`config.mk`:
```
export PLATFORM = sky130hd
export DESIGN_NAME = calendar_date_add_days_core
export DESIGN_NICKNAME = d
export VERILOG_FILES = /design/src/design/cdad_pkg.sv /design/src/design/cdad_urom.sv /design/src/design/cdad_seq.sv /design/src/design/cdad_dp.sv /design/src/design/calendar_date_add_days_core.sv
export SDC_FILE = /design/constraint.sdc
export NUM_CORES = 1
export LEC_CHECK = 0
export BUFFER_PORTS_ARGS = -buffer_cell sky130_fd_sc_hd__buf_2
export CAP_MARGIN = 25
export CORE_ASPECT_RATIO = 1.4
export CORE_MARGIN = 2
export CORE_UTILIZATION = 50
export DETAILED_ROUTE_END_ITERATION = 8
export GPL_TIMING_DRIVEN = 0
export PLACE_DENSITY = 0.66
export SYNTH_ARGS = -nofsm -noshare
export SYNTH_HDL_FRONTEND = slang
export SYNTH_SLANG_ARGS = --single-unit
```
`constraint.sdc`:
```
create_clock -name clk -period 6.9 [get_ports clk]
set_input_delay 0.69 -clock clk [delete_from_list [all_inputs] [get_ports clk]]
set_output_delay 0.69 -clock clk [all_outputs]
set_load 0.005 [all_outputs]
```
`src/design/cdad_pkg.sv`:
```
// Package with the microcode types, program counter codes and month table.
`default_nettype none

package cdad_pkg;

	typedef logic [2:0] pc_t;

	typedef enum logic [2:0] {
		OP_NOP,
		OP_LOAD,
		OP_MOD,
		OP_CLAMPD,
		OP_BSTEP,
		OP_FSTEP,
		OP_EMIT
	} op_t;

	typedef enum logic [2:0] {
		COND_NEXT,
		COND_ALWAYS,
		COND_NSTART,
		COND_GE400,
		COND_POS,
		COND_NEG
	} cond_t;

	typedef struct packed {
		op_t   op;
		cond_t cond;
		pc_t   target;
	} ucw_t;

	typedef struct packed {
		logic ge400;
		logic r_pos;
		logic r_neg;
	} dp_status_t;

	localparam pc_t PC_IDLE   = 3'd0;
	localparam pc_t PC_MOD    = 3'd1;
	localparam pc_t PC_CLAMP  = 3'd2;
	localparam pc_t PC_TEST   = 3'd3;
	localparam pc_t PC_BWD    = 3'd4;
	localparam pc_t PC_BEXIT  = 3'd5;
	localparam pc_t PC_FWD    = 3'd6;
	localparam pc_t PC_DONE   = 3'd7;

	localparam logic [3:0]  MONTH_JAN = 4'd1;
	localparam logic [3:0]  MONTH_FEB = 4'd2;
	localparam logic [3:0]  MONTH_DEC = 4'd12;
	localparam logic [4:0]  DAY_FIRST = 5'd1;
	localparam logic [4:0]  DAY_DEC31 = 5'd31;
	localparam logic [15:0] YEAR_MIN = 16'd0;
	localparam logic [15:0] YEAR_MAX = 16'hFFFF;
	localparam logic [15:0] LEAP_CYCLE = 16'd400;
	localparam logic [8:0]  CYCLE_LAST = 9'd399;

	function automatic logic [4:0] days_in_month(input logic [3:0] m, input logic leap);
		logic [4:0] len;
		case (m)
			4'd1, 4'd3, 4'd5, 4'd7, 4'd8, 4'd10, 4'd12: len = 5'd31;
			4'd4, 4'd6, 4'd9, 4'd11: len = 5'd30;
			MONTH_FEB: len = leap ? 5'd29 : 5'd28;
			default: len = 5'd31;
		endcase
		return len;
	endfunction

endpackage

`default_nettype wire

```
`src/design/cdad_urom.sv`:
```
// Microcode program store of the date adder.
`default_nettype none

module cdad_urom (
	input  cdad_pkg::pc_t  pc,
	output cdad_pkg::ucw_t cw
);
	import cdad_pkg::*;

	always_comb begin
		case (pc)
			PC_IDLE:  cw = '{op: OP_LOAD,   cond: COND_NSTART, target: PC_IDLE};
			PC_MOD:   cw = '{op: OP_MOD,    cond: COND_GE400,  target: PC_MOD};
			PC_CLAMP: cw = '{op: OP_CLAMPD, cond: COND_NEXT,   target: PC_TEST};
			PC_TEST:  cw = '{op: OP_NOP,    cond: COND_POS,    target: PC_FWD};
			PC_BWD:   cw = '{op: OP_BSTEP,  cond: COND_NEG,    target: PC_BWD};
			PC_BEXIT: cw = '{op: OP_NOP,    cond: COND_ALWAYS, target: PC_DONE};
			PC_FWD:   cw = '{op: OP_FSTEP,  cond: COND_POS,    target: PC_FWD};
			PC_DONE:  cw = '{op: OP_EMIT,   cond: COND_ALWAYS, target: PC_IDLE};
			default:  cw = '{op: OP_NOP,    cond: COND_ALWAYS, target: PC_IDLE};
		endcase
	end

endmodule

`default_nettype wire

```
`src/design/cdad_seq.sv`:
```
// Microcode sequencer: step counter, branch evaluation and operation issue.
`default_nettype none

module cdad_seq (
	input  logic                   clk,
	input  logic                   arst_n,
	input  logic                   start,
	input  cdad_pkg::dp_status_t   status,
	output cdad_pkg::op_t          op,
	output logic                   busy
);
	import cdad_pkg::*;

	pc_t  pc_q;
	pc_t  pc_d;
	ucw_t cw;
	logic take;

	cdad_urom u_urom (
		.pc(pc_q),
		.cw(cw)
	);

	always_comb begin
		case (cw.cond)
			COND_NEXT:   take = 1'b0;
			COND_ALWAYS: take = 1'b1;
			COND_NSTART: take = !start;
			COND_GE400:  take = status.ge400;
			COND_POS:    take = status.r_pos;
			COND_NEG:    take = status.r_neg;
			default:     take = 1'b0;
		endcase
	end

	always_comb begin
		pc_d = take ? cw.target : pc_q + 3'd1;
		if (cw.cond == COND_NSTART && take) begin
			op = OP_NOP;
		end else begin
			op = cw.op;
		end
	end

	assign busy = (pc_q != PC_IDLE);

	always_ff @(posedge clk or negedge arst_n) begin
		if (!arst_n) begin
			pc_q <= PC_IDLE;
		end else begin
			pc_q <= pc_d;
		end
	end

endmodule

`default_nettype wire

```
`src/design/cdad_dp.sv`:
```
// Datapath of the date adder: date registers, remaining offset and result registers.
`default_nettype none

module cdad_dp (
	input  logic                 clk,
	input  logic                 arst_n,
	input  cdad_pkg::op_t        op,
	input  logic [3:0]           month_in,
	input  logic [4:0]           day_in,
	input  logic [15:0]          year_in,
	input  logic signed [20:0]   day_offset,
	output cdad_pkg::dp_status_t status,
	output logic                 done,
	output logic [3:0]           month_out,
	output logic [4:0]           day_out,
	output logic [15:0]          year_out,
	output logic                 input_corrected,
	output logic                 year_out_of_range
);
	import cdad_pkg::*;

	logic [3:0]         m_q;
	logic [4:0]         d_q;
	logic [15:0]        y_q;
	logic [15:0]        w_q;
	logic signed [21:0] r_q;
	logic               corr_q;
	logic               oor_q;
	logic               done_q;

	logic [8:0]  w9;
	logic        leap;
	logic [4:0]  len_cur;
	logic [4:0]  len_prev;
	logic [4:0]  rem;
	logic [21:0] neg_r;

	always_comb begin
		w9 = w_q[8:0];
		leap = (w9[1:0] == 2'd0) && (w9 != 9'd100) && (w9 != 9'd200) && (w9 != 9'd300);
		len_cur = days_in_month(m_q, leap);
		len_prev = days_in_month(m_q - 4'd1, leap);
		rem = len_cur - d_q;
		neg_r = 22'(-r_q);
		status.ge400 = (w_q >= LEAP_CYCLE);
		status.r_pos = !r_q[21] && (r_q != 22'sd0);
		status.r_neg = r_q[21];
	end

	always_ff @(posedge clk) begin
		case (op)
			OP_LOAD: begin
				if (month_in > MONTH_DEC) begin
					m_q <= MONTH_DEC;
					corr_q <= 1'b1;
				end else if (month_in == 4'd0) begin
					m_q <= MONTH_JAN;
					corr_q <= 1'b1;
				end else begin
					m_q <= month_in;
					corr_q <= 1'b0;
				end
				d_q <= day_in;
				y_q <= year_in;
				w_q <= year_in;
				r_q <= 22'(day_offset);
				oor_q <= 1'b0;
			end
			OP_MOD: begin
				if (status.ge400) begin
					w_q <= w_q - LEAP_CYCLE;
				end
			end
			OP_CLAMPD: begin
				if (d_q > len_cur) begin
					d_q <= len_cur;
					corr_q <= 1'b1;
				end else if (d_q == 5'd0) begin
					d_q <= DAY_FIRST;
					corr_q <= 1'b1;
				end
			end
			OP_FSTEP: begin
				if (status.r_pos) begin
					if ($unsigned(r_q) <= {17'd0, rem}) begin
						d_q <= d_q + r_q[4:0];
						r_q <= '0;
					end else if (m_q == MONTH_DEC && y_q == YEAR_MAX) begin
						m_q <= MONTH_DEC;
						d_q <= DAY_DEC31;
						r_q <= '0;
						oor_q <= 1'b1;
					end else begin
						r_q <= r_q - $signed({17'd0, rem}) - 22'sd1;
						d_q <= DAY_FIRST;
						if (m_q == MONTH_DEC) begin
							m_q <= MONTH_JAN;
							y_q <= y_q + 16'd1;
							w_q <= (w9 == CYCLE_LAST) ? 16'd0 : w_q + 16'd1;
						end else begin
							m_q <= m_q + 4'd1;
						end
					end
				end
			end
			OP_BSTEP: begin
				if (status.r_neg) begin
					if (neg_r < {17'd0, d_q}) begin
						d_q <= d_q - neg_r[4:0];
						r_q <= '0;
					end else if (m_q == MONTH_JAN && y_q == YEAR_MIN) begin
						d_q <= DAY_FIRST;
						r_q <= '0;
						oor_q <= 1'b1;
					end else begin
						r_q <= r_q + $signed({17'd0, d_q});
						if (m_q == MONTH_JAN) begin
							m_q <= MONTH_DEC;
							d_q <= DAY_DEC31;
							y_q <= y_q - 16'd1;
							w_q <= (w9 == 9'd0) ? {7'd0, CYCLE_LAST} : w_q - 16'd1;
						end else begin
							m_q <= m_q - 4'd1;
							d_q <= len_prev;
						end
					end
				end
			end
			OP_EMIT: begin
				month_out <= m_q;
				day_out <= d_q;
				year_out <= y_q;
				input_corrected <= corr_q;
				year_out_of_range <= oor_q;
			end
			default: begin
			end
		endcase
	end

	always_ff @(posedge clk or negedge arst_n) begin
		if (!arst_n) begin
			done_q <= 1'b0;
		end else begin
			done_q <= (op == OP_EMIT);
		end
	end

	assign done = done_q;

endmodule

`default_nettype wire

```
`src/design/calendar_date_add_days_core.sv`:
```
// Top level of the Gregorian date adder: a date plus a signed day offset.
//
// A transaction is accepted at a rising edge with start high and busy low; the
// inputs month_in, day_in, year_in and day_offset are sampled at that edge.
// The start date is clamped to a valid date, then the offset is walked one
// month per cycle forward or backward. The result appears on month_out,
// day_out, year_out, input_corrected and year_out_of_range, marked by done,
// which is high for a single cycle; the receiver cannot stall it and must
// take it then. The time from accept to done grows with year_in, which is
// reduced modulo 400 by repeated subtraction, and with the number of month
// boundaries crossed in the month loop (up to about 34500 for big offsets).
// busy stays high for the whole transaction and one item is in flight at a
// time; a new transaction may be accepted in the cycle that done is shown.
// Reset clears the sequencer and the done strobe; the block comes out of
// reset idle and ready for a transaction.
`default_nettype none

module calendar_date_add_days_core (
	input  logic               clk,
	input  logic               arst_n,
	input  logic               start,
	output logic               busy,
	input  logic [3:0]         month_in,
	input  logic [4:0]         day_in,
	input  logic [15:0]        year_in,
	input  logic signed [20:0] day_offset,
	output logic               done,
	output logic [3:0]         month_out,
	output logic [4:0]         day_out,
	output logic [15:0]        year_out,
	output logic               input_corrected,
	output logic               year_out_of_range
);
	import cdad_pkg::*;

	op_t        op;
	dp_status_t status;

	cdad_seq u_seq (
		.clk(clk),
		.arst_n(arst_n),
		.start(start),
		.status(status),
		.op(op),
		.busy(busy)
	);

	cdad_dp u_dp (
		.clk(clk),
		.arst_n(arst_n),
		.op(op),
		.month_in(month_in),
		.day_in(day_in),
		.year_in(year_in),
		.day_offset(day_offset),
		.status(status),
		.done(done),
		.month_out(month_out),
		.day_out(day_out),
		.year_out(year_out),
		.input_corrected(input_corrected),
		.year_out_of_range(year_out_of_range)
	);

endmodule

`default_nettype wire

```
# --- Word-level counts from Yosys, hierarchy flattened ---
# Memory sizes are Yosys's and may differ from the RTL's.
# Index checks and enable logic that the tools add are counted.
word_totals:
  wordCells: 173
  reg_bits: 96
  mem_bits_ro: 72
  mem_count: 1
op_classes:
  mux: 67
  reduce_logical: 30
  n_lt_le_gt_ge: 5
  eq_ne: 40
  add_sub_neg: 15
mem_list:
  columns: ["name", "words", "width", "read_ports", "rd_ports_with_merged_regs", "wr", "line_no", "rtl"]
  rows:
  - ["(no name shown)", 8, 9, 1, 0, 0, "cdad_urom.sv:11", "case (pc)"]
op_table:
  columns: ["cell", "count"]
  rows:
  - ["$mux 16", 19]
  - ["$mux 22", 6]
  - ["$pmux 22 s3", 1]
  - ["$pmux 16 s4", 1]
  - ["$pmux 16 s3", 1]
  - ["$mux 5", 9]
  - ["$mux 4", 10]
  - ["$add 16x1->16 const B", 2]
  - ["$sub 16x1->16 const B", 2]
  - ["$add 22x6->22", 1]
  - ["$le 22x5->1", 1]
  - ["$lt 22x5->1", 1]
  - ["$neg 22->22", 1]
  - ["$reduce_bool 22->1", 1]
  - ["$sub 22x2->22 const B", 1]
  - ["$sub 22x6->22", 1]
  - ["$eq 4x4->1 const B", 5]
  - ["$pmux 5 s2", 2]
  - ["$pmux 5 s4", 1]
  - ["$eq 16x16->1 const B", 1]
  - ["$eq 4x3->1 const B", 4]
  - ["$ge 16x9->1 const B", 1]
  - ["$logic_not 16->1", 1]
  - ["$sub 16x9->16 const B", 1]
  - ["42 further kinds", 83]

# --- Longest topological paths before layout ---
depth:
  ltp_word: 13
  ltp_mapped: 20

# --- By module ---
# A second synthesis with hierarchy kept.
hier_totals:
  hier_cells: 967
  hier_area_um2: 8408.1
modules_own_cells:
  columns: ["module", "instances", "seq_area_each_um2", "cells_per_inst", "area_each_um2"]
  rows:
  - ["cdad_dp", 1, 2787.7, 921, 8005.2]
  - ["cdad_seq", 1, 75.1, 23, 239.0]
  - ["cdad_urom", 1, 0.0, 23, 163.9]

# --- Worst setup path before layout ---
# No wires, ideal clock.
synth_path:
  path_type: "flip-flop to flip-flop"
  from: "register u_dp.w_q[4]"
  to: "register u_dp.y_q[0], enable pin"
  stages_incl_launch_ff: 21
  arrival_time_ps: 5537
  path_slack_ps: 926
  t_required_ps: 6464
  path_cell_list: "edfxtp_1 > inv_1 > ha_1 > or4bb_1 > o21a_1 > a21boi_0 > o21ai_0 > o31ai_1 > ha_1 > fa_1 > nand3_1 > xnor2_1 > ha_1 > clkbuf_1 > and4b_1 > o21ai_0 > a32oi_1 > nor2_1 > nor2_1 > nor2_1 > nor4b_1"
synth_between:
  elab_chain_cells: 10
  word_cells_on_any_way: 27
synth_rtl:
  columns: ["item", "line_no", "rtl"]
  rows:
  - ["from (decl)", "cdad_dp.sv:25", "logic [15:0] w_q;"]
  - ["from (signal assigned)", "cdad_dp.sv:65", "w_q <= year_in;"]
  - ["from (signal assigned)", "cdad_dp.sv:71", "w_q <= w_q - LEAP_CYCLE;"]
  - ["from (signal assigned)", "cdad_dp.sv:99", "w_q <= (w9 == CYCLE_LAST) ? 16'd0 : w_q + 16'd1;"]
  - ["$ne 9x7->1", "cdad_dp.sv:40", "leap = (w9[1:0] == 2'd0) && (w9 != 9'd100) && (w9 != 9'd200) && (w9 != 9'd300);"]
  - ["$logic_and 1x1->1 (3 in a row)", "cdad_dp.sv:40", null]
  - ["$mux 1", "cdad_pkg.sv:63", "MONTH_FEB: len = leap ? 5'd29 : 5'd28;"]
  - ["$pmux 5 s2", "cdad_pkg.sv:60", "case (m)"]
  - ["$sub 5x5->5", "cdad_dp.sv:43", "rem = len_cur - d_q;"]
  - ["$le 22x5->1", "cdad_dp.sv:85", "if ($unsigned(r_q) <= {17'd0, rem}) begin"]
  - ["$ne 2x2->1 (no source line)", null, null]
  - ["$reduce_and 9->1 (no source line) *", null, null]
  - ["to (signal assigned)", "cdad_dp.sv:64", "y_q <= year_in;"]
  - ["to (signal assigned)", "cdad_dp.sv:98", "y_q <= y_q + 16'd1;"]
  - ["to (signal assigned)", "cdad_dp.sv:120", "y_q <= y_q - 16'd1;"]
  - ["to (decl)", "cdad_dp.sv:24", "logic [15:0] y_q;"]
# Mark *: on every way between the ends. The rest lies on a longest branch, timed or not.
# A chain may end at the register's enable or synchronous reset.

# --- Final worst setup path ---
layout_path:
  from: "register u_dp.w_q[4]"
  to: "register u_dp.w_q[0], enable pin"
layout_between:
  elab_chain_cells: 10
  word_cells_on_any_way: 29
layout_rtl:
  columns: ["item", "line_no"]
  rows:
  - ["$ne 9x7->1", "cdad_dp.sv:40"]
  - ["$logic_and 1x1->1 (3 in a row)", "cdad_dp.sv:40"]
  - ["$mux 1", "cdad_pkg.sv:63"]
  - ["$pmux 5 s2", "cdad_pkg.sv:60"]
  - ["$sub 5x5->5", "cdad_dp.sv:43"]
  - ["$le 22x5->1", "cdad_dp.sv:85"]
  - ["$ne 2x2->1 (no source line)", null]
  - ["$reduce_and 10->1 (no source line) *", null]
# Marks and branches as above.

==> results.md <==
- Status: finished with violations
- Failing checks: design-rule violations
- Initial antenna violation count: 0
- Vias in the first global route: ~7.6k
- Yosys reg bits: 96
- Worst Tran Pin Value: 1.07 ns
- Initial Util: about 50%
- All-Layer GR Usage: between 20 and 30%
- CTS buffer count: 9
- Clock Pin Slew Worst Setup and Hold Paths: around 0.08 ns
- Post-synth top area cell: edfxtp_1
- Final setup viols: 0
- Worst hold path class: input port to async pin
- CTS Root Buffer Type: clkbuf_16
- Die Wd: between 100 and 150 um
- Number of synthesized flops with an enable pin: between 90 and 100
- Antenna Violating Nets Remaining: 0
- Mapped Nets: approximately 1.0k
- Synth unique cells: 81
- Synth top area cells: edfxtp_1, ha_1, xnor2_1
- CTS H-Tree Depth: 3
- Top-count cell post-synth: edfxtp_1
- Final period util: between 80% and 90%
- Highest Clock Rate: about 180 MHz
- Hold-fix buffers at CTS: 0
- Remaining global-route overflow: 0
- Largest net degree at the start of global routing: 19
- Worst rel slew slack: between 20 and 30%
- Critical path peak fanout: 6
- Final wirelength: roughly 26 mm
- Fin. Hold Viols: 0
- Yosys top cell area share: between 30 and 40%
- DR iter-0 viols: ~540
- Fin util: 58.0%
- Mapped Area: around 0.0083 mm2
- Min cycle time layout: 5.71 ns
- Clock Tree Buf Depth: 2
- Max-slew violation count: 0
- Vias per inst: 6.35
- Post-synthesis sequential area ratio: around 34%
- Sum Neg Setup Slack: 0 ns
- Syn. warnings: 0
- CP Class: flop to flop
- Number of port buffers: 77
- CTS tree: built
- Ratio of cells with drive above 1 in the final layout: 13.0%
- Io pins: 78
- WHS: 0.114 ns
- Final GP Congestion: approximately 0.96
- Worst-Skew Late Latency: approximately 0.36 ns
- Post-CTS setup buffer count: 0
- Layout net count: 1,146
- Core Region: around 0.016 mm2
- CTS sink cnt: 96
- Global-route wire length before repair: 40.0 mm
- Share of flip-flops with an asynchronous set or reset: under 10%
- Die Y: 157 um
- WL/cell: between 20 and 25 um
- Top FF cell, synth: edfxtp_1
- P&R area growth vs syn: 13.2%
- Pre-antenna DRT Iters: 8
- Worst Path Required: slightly below 7 ns
- Crit path arrival time: approximately 5.7 ns
- Post-DP HPWL: around 20 mm
- CP Capture Type: flop
- Antenna diodes: 0
- Num rows: 55
- Die area: ~0.018 mm2
- Gate Count Post-Synth: 939
- Clock Skew: between 0.006 and 0.007 ns
- Max Cap Viol: 0
- Worst setup SP type: flop
- Syn Area/Cell: 8.87 um2
- Post-CTS sizing: 0
- Via Count: just under 8k
- RSZ-0062 raised after global routing: no
- Top cells by count, synth: edfxtp_1, nand2_1, nor2_1
- Drc violations: 5
-- placed cells by master, fill, tap and decap left out, types with 5 or more instances in the layout --
cell type / n
nand4_1: 16
nor3_1: 29
nand2b_1: 8
o21a_1: 6
a211oi_1: 11
nor2_1: 67
ha_1: 56
a32oi_1: 5
inv_1: 53
o21ai_0: 49
o221ai_1: 18
xnor2_1: 40
xor2_1: 27
o31ai_1: 7
a31oi_1: 13
nor4_1: 18
or2_2: 5
nand2_1: 91
clkbuf_16: 9
edfxtp_1: 92
a221o_1: 6
o22ai_1: 10
a21oi_1: 41
nor3b_1: 5
and3_1: 14
and2_1: 8
a21boi_0: 5
or4_1: 6
fa_1: 5
nor2b_1: 9
a22oi_1: 17
o211ai_1: 10
a211o_1: 5
buf_2: 85
clkbuf_1: 38
a21o_1: 16
nand3_1: 41
-- registers in the layout, indices dropped and copies added, names as in the netlist --
signal / cells
u_dp.year_out_of_range: 1
u_dp.day_out: 5
u_dp.corr_q: 1
u_dp.input_corrected: 1
u_dp.d_q: 5
u_dp.done: 1
u_dp.m_q: 4
u_dp.w_q: 16
u_dp.r_q: 22
u_seq.pc_q: 3
u_dp.month_out: 4
u_dp.oor_q: 1
u_dp.year_out: 16
u_dp.y_q: 16
-- layout make-up --
class                   instances  area (um2)
clock inverters                 7         110
flip-flops and latches         96        2860
fillers                      1512        6820
clock buffers                   9         225
plain buffers                  51         213
multi-input cells             739        5070
well taps                     199         249
repair buffers                 86         492
inverters                      53         199
-- layer usage --
layer  vias up  track usage, %  wire length [um]
met5         -               0                 0
met4         0            16.1              1370
met3        82            4.07              1330
met2       278            51.6             13000
met1      3773            33.6             10200
li1       3745               -                 -
-- logic make-up after synthesis --
group	count (synthesis)	synth area share [%]
and+or+nand+nor	348	21.8
AOI/OAI and AO/OA	259	21.7
buffers and inverters	104	4.94
DFF	96	34.4
xor gates and xnor gates	67	7.05
adders and majority gates	61	9.62
muxes	4	0.496
-- final timing paths --
kind | depth (start not counted) | startpoint | end | slack, ns
worst max register to register | 20 | u_dp.w_q[4]$_DFFE_PP_ | u_dp.w_q[0]$_DFFE_PP_ | 1.19
max in group asynchronous | 1 | arst_n | u_seq.pc_q[0]$_DFF_PN0_ | 6.67
worst max-delay path | 20 | u_dp.w_q[4]$_DFFE_PP_ | u_dp.w_q[0]$_DFFE_PP_ | 1.19
worst min register to register | 0 | u_dp.oor_q$_DFFE_PP_ | u_dp.year_out_of_range$_DFFE_PP_ | 0.42
min in group clk | 0 | u_dp.oor_q$_DFFE_PP_ | u_dp.year_out_of_range$_DFFE_PP_ | 0.42
worst min-delay path | 1 | arst_n | u_seq.pc_q[1]$_DFFE_PN0P_ | 0.11
-- through the flow --
stage	area (um2)	std cells	setup WS, ns
2_1_floorplan	8330	939	0.926
6_report	9420	1240	1.19
3_3_place_gp	8960	1215	-0.683
3_5_place_dp	9090	1224	1.28
5_1_grt	9420	1240	0.812
4_1_cts	9420	1240	1.26
-- worst max-delay path, cell delays in order, from the launching register on --
cell      delay (ns)
edfxtp_1        0.50
inv_1           0.22
ha_1            0.25
or4bb_1         0.41
o21a_1          0.20
a21boi_0        0.20
o21ai_0         0.12
o31ai_1         0.13
ha_1            0.26
fa_1            0.22
nand3_1         0.11
xnor2_1         0.15
ha_1            0.28
clkbuf_1        0.25
and4b_1         0.29
o21ai_0         0.10
a32oi_1         0.40
nor2_1          0.21
nor2_1          0.14
nor2_1          0.09
nor4b_1         0.80
Power is left out: the tool's default activity adds up to more than one toggle a clock period on the data nets, which glitch-free logic cannot reach.
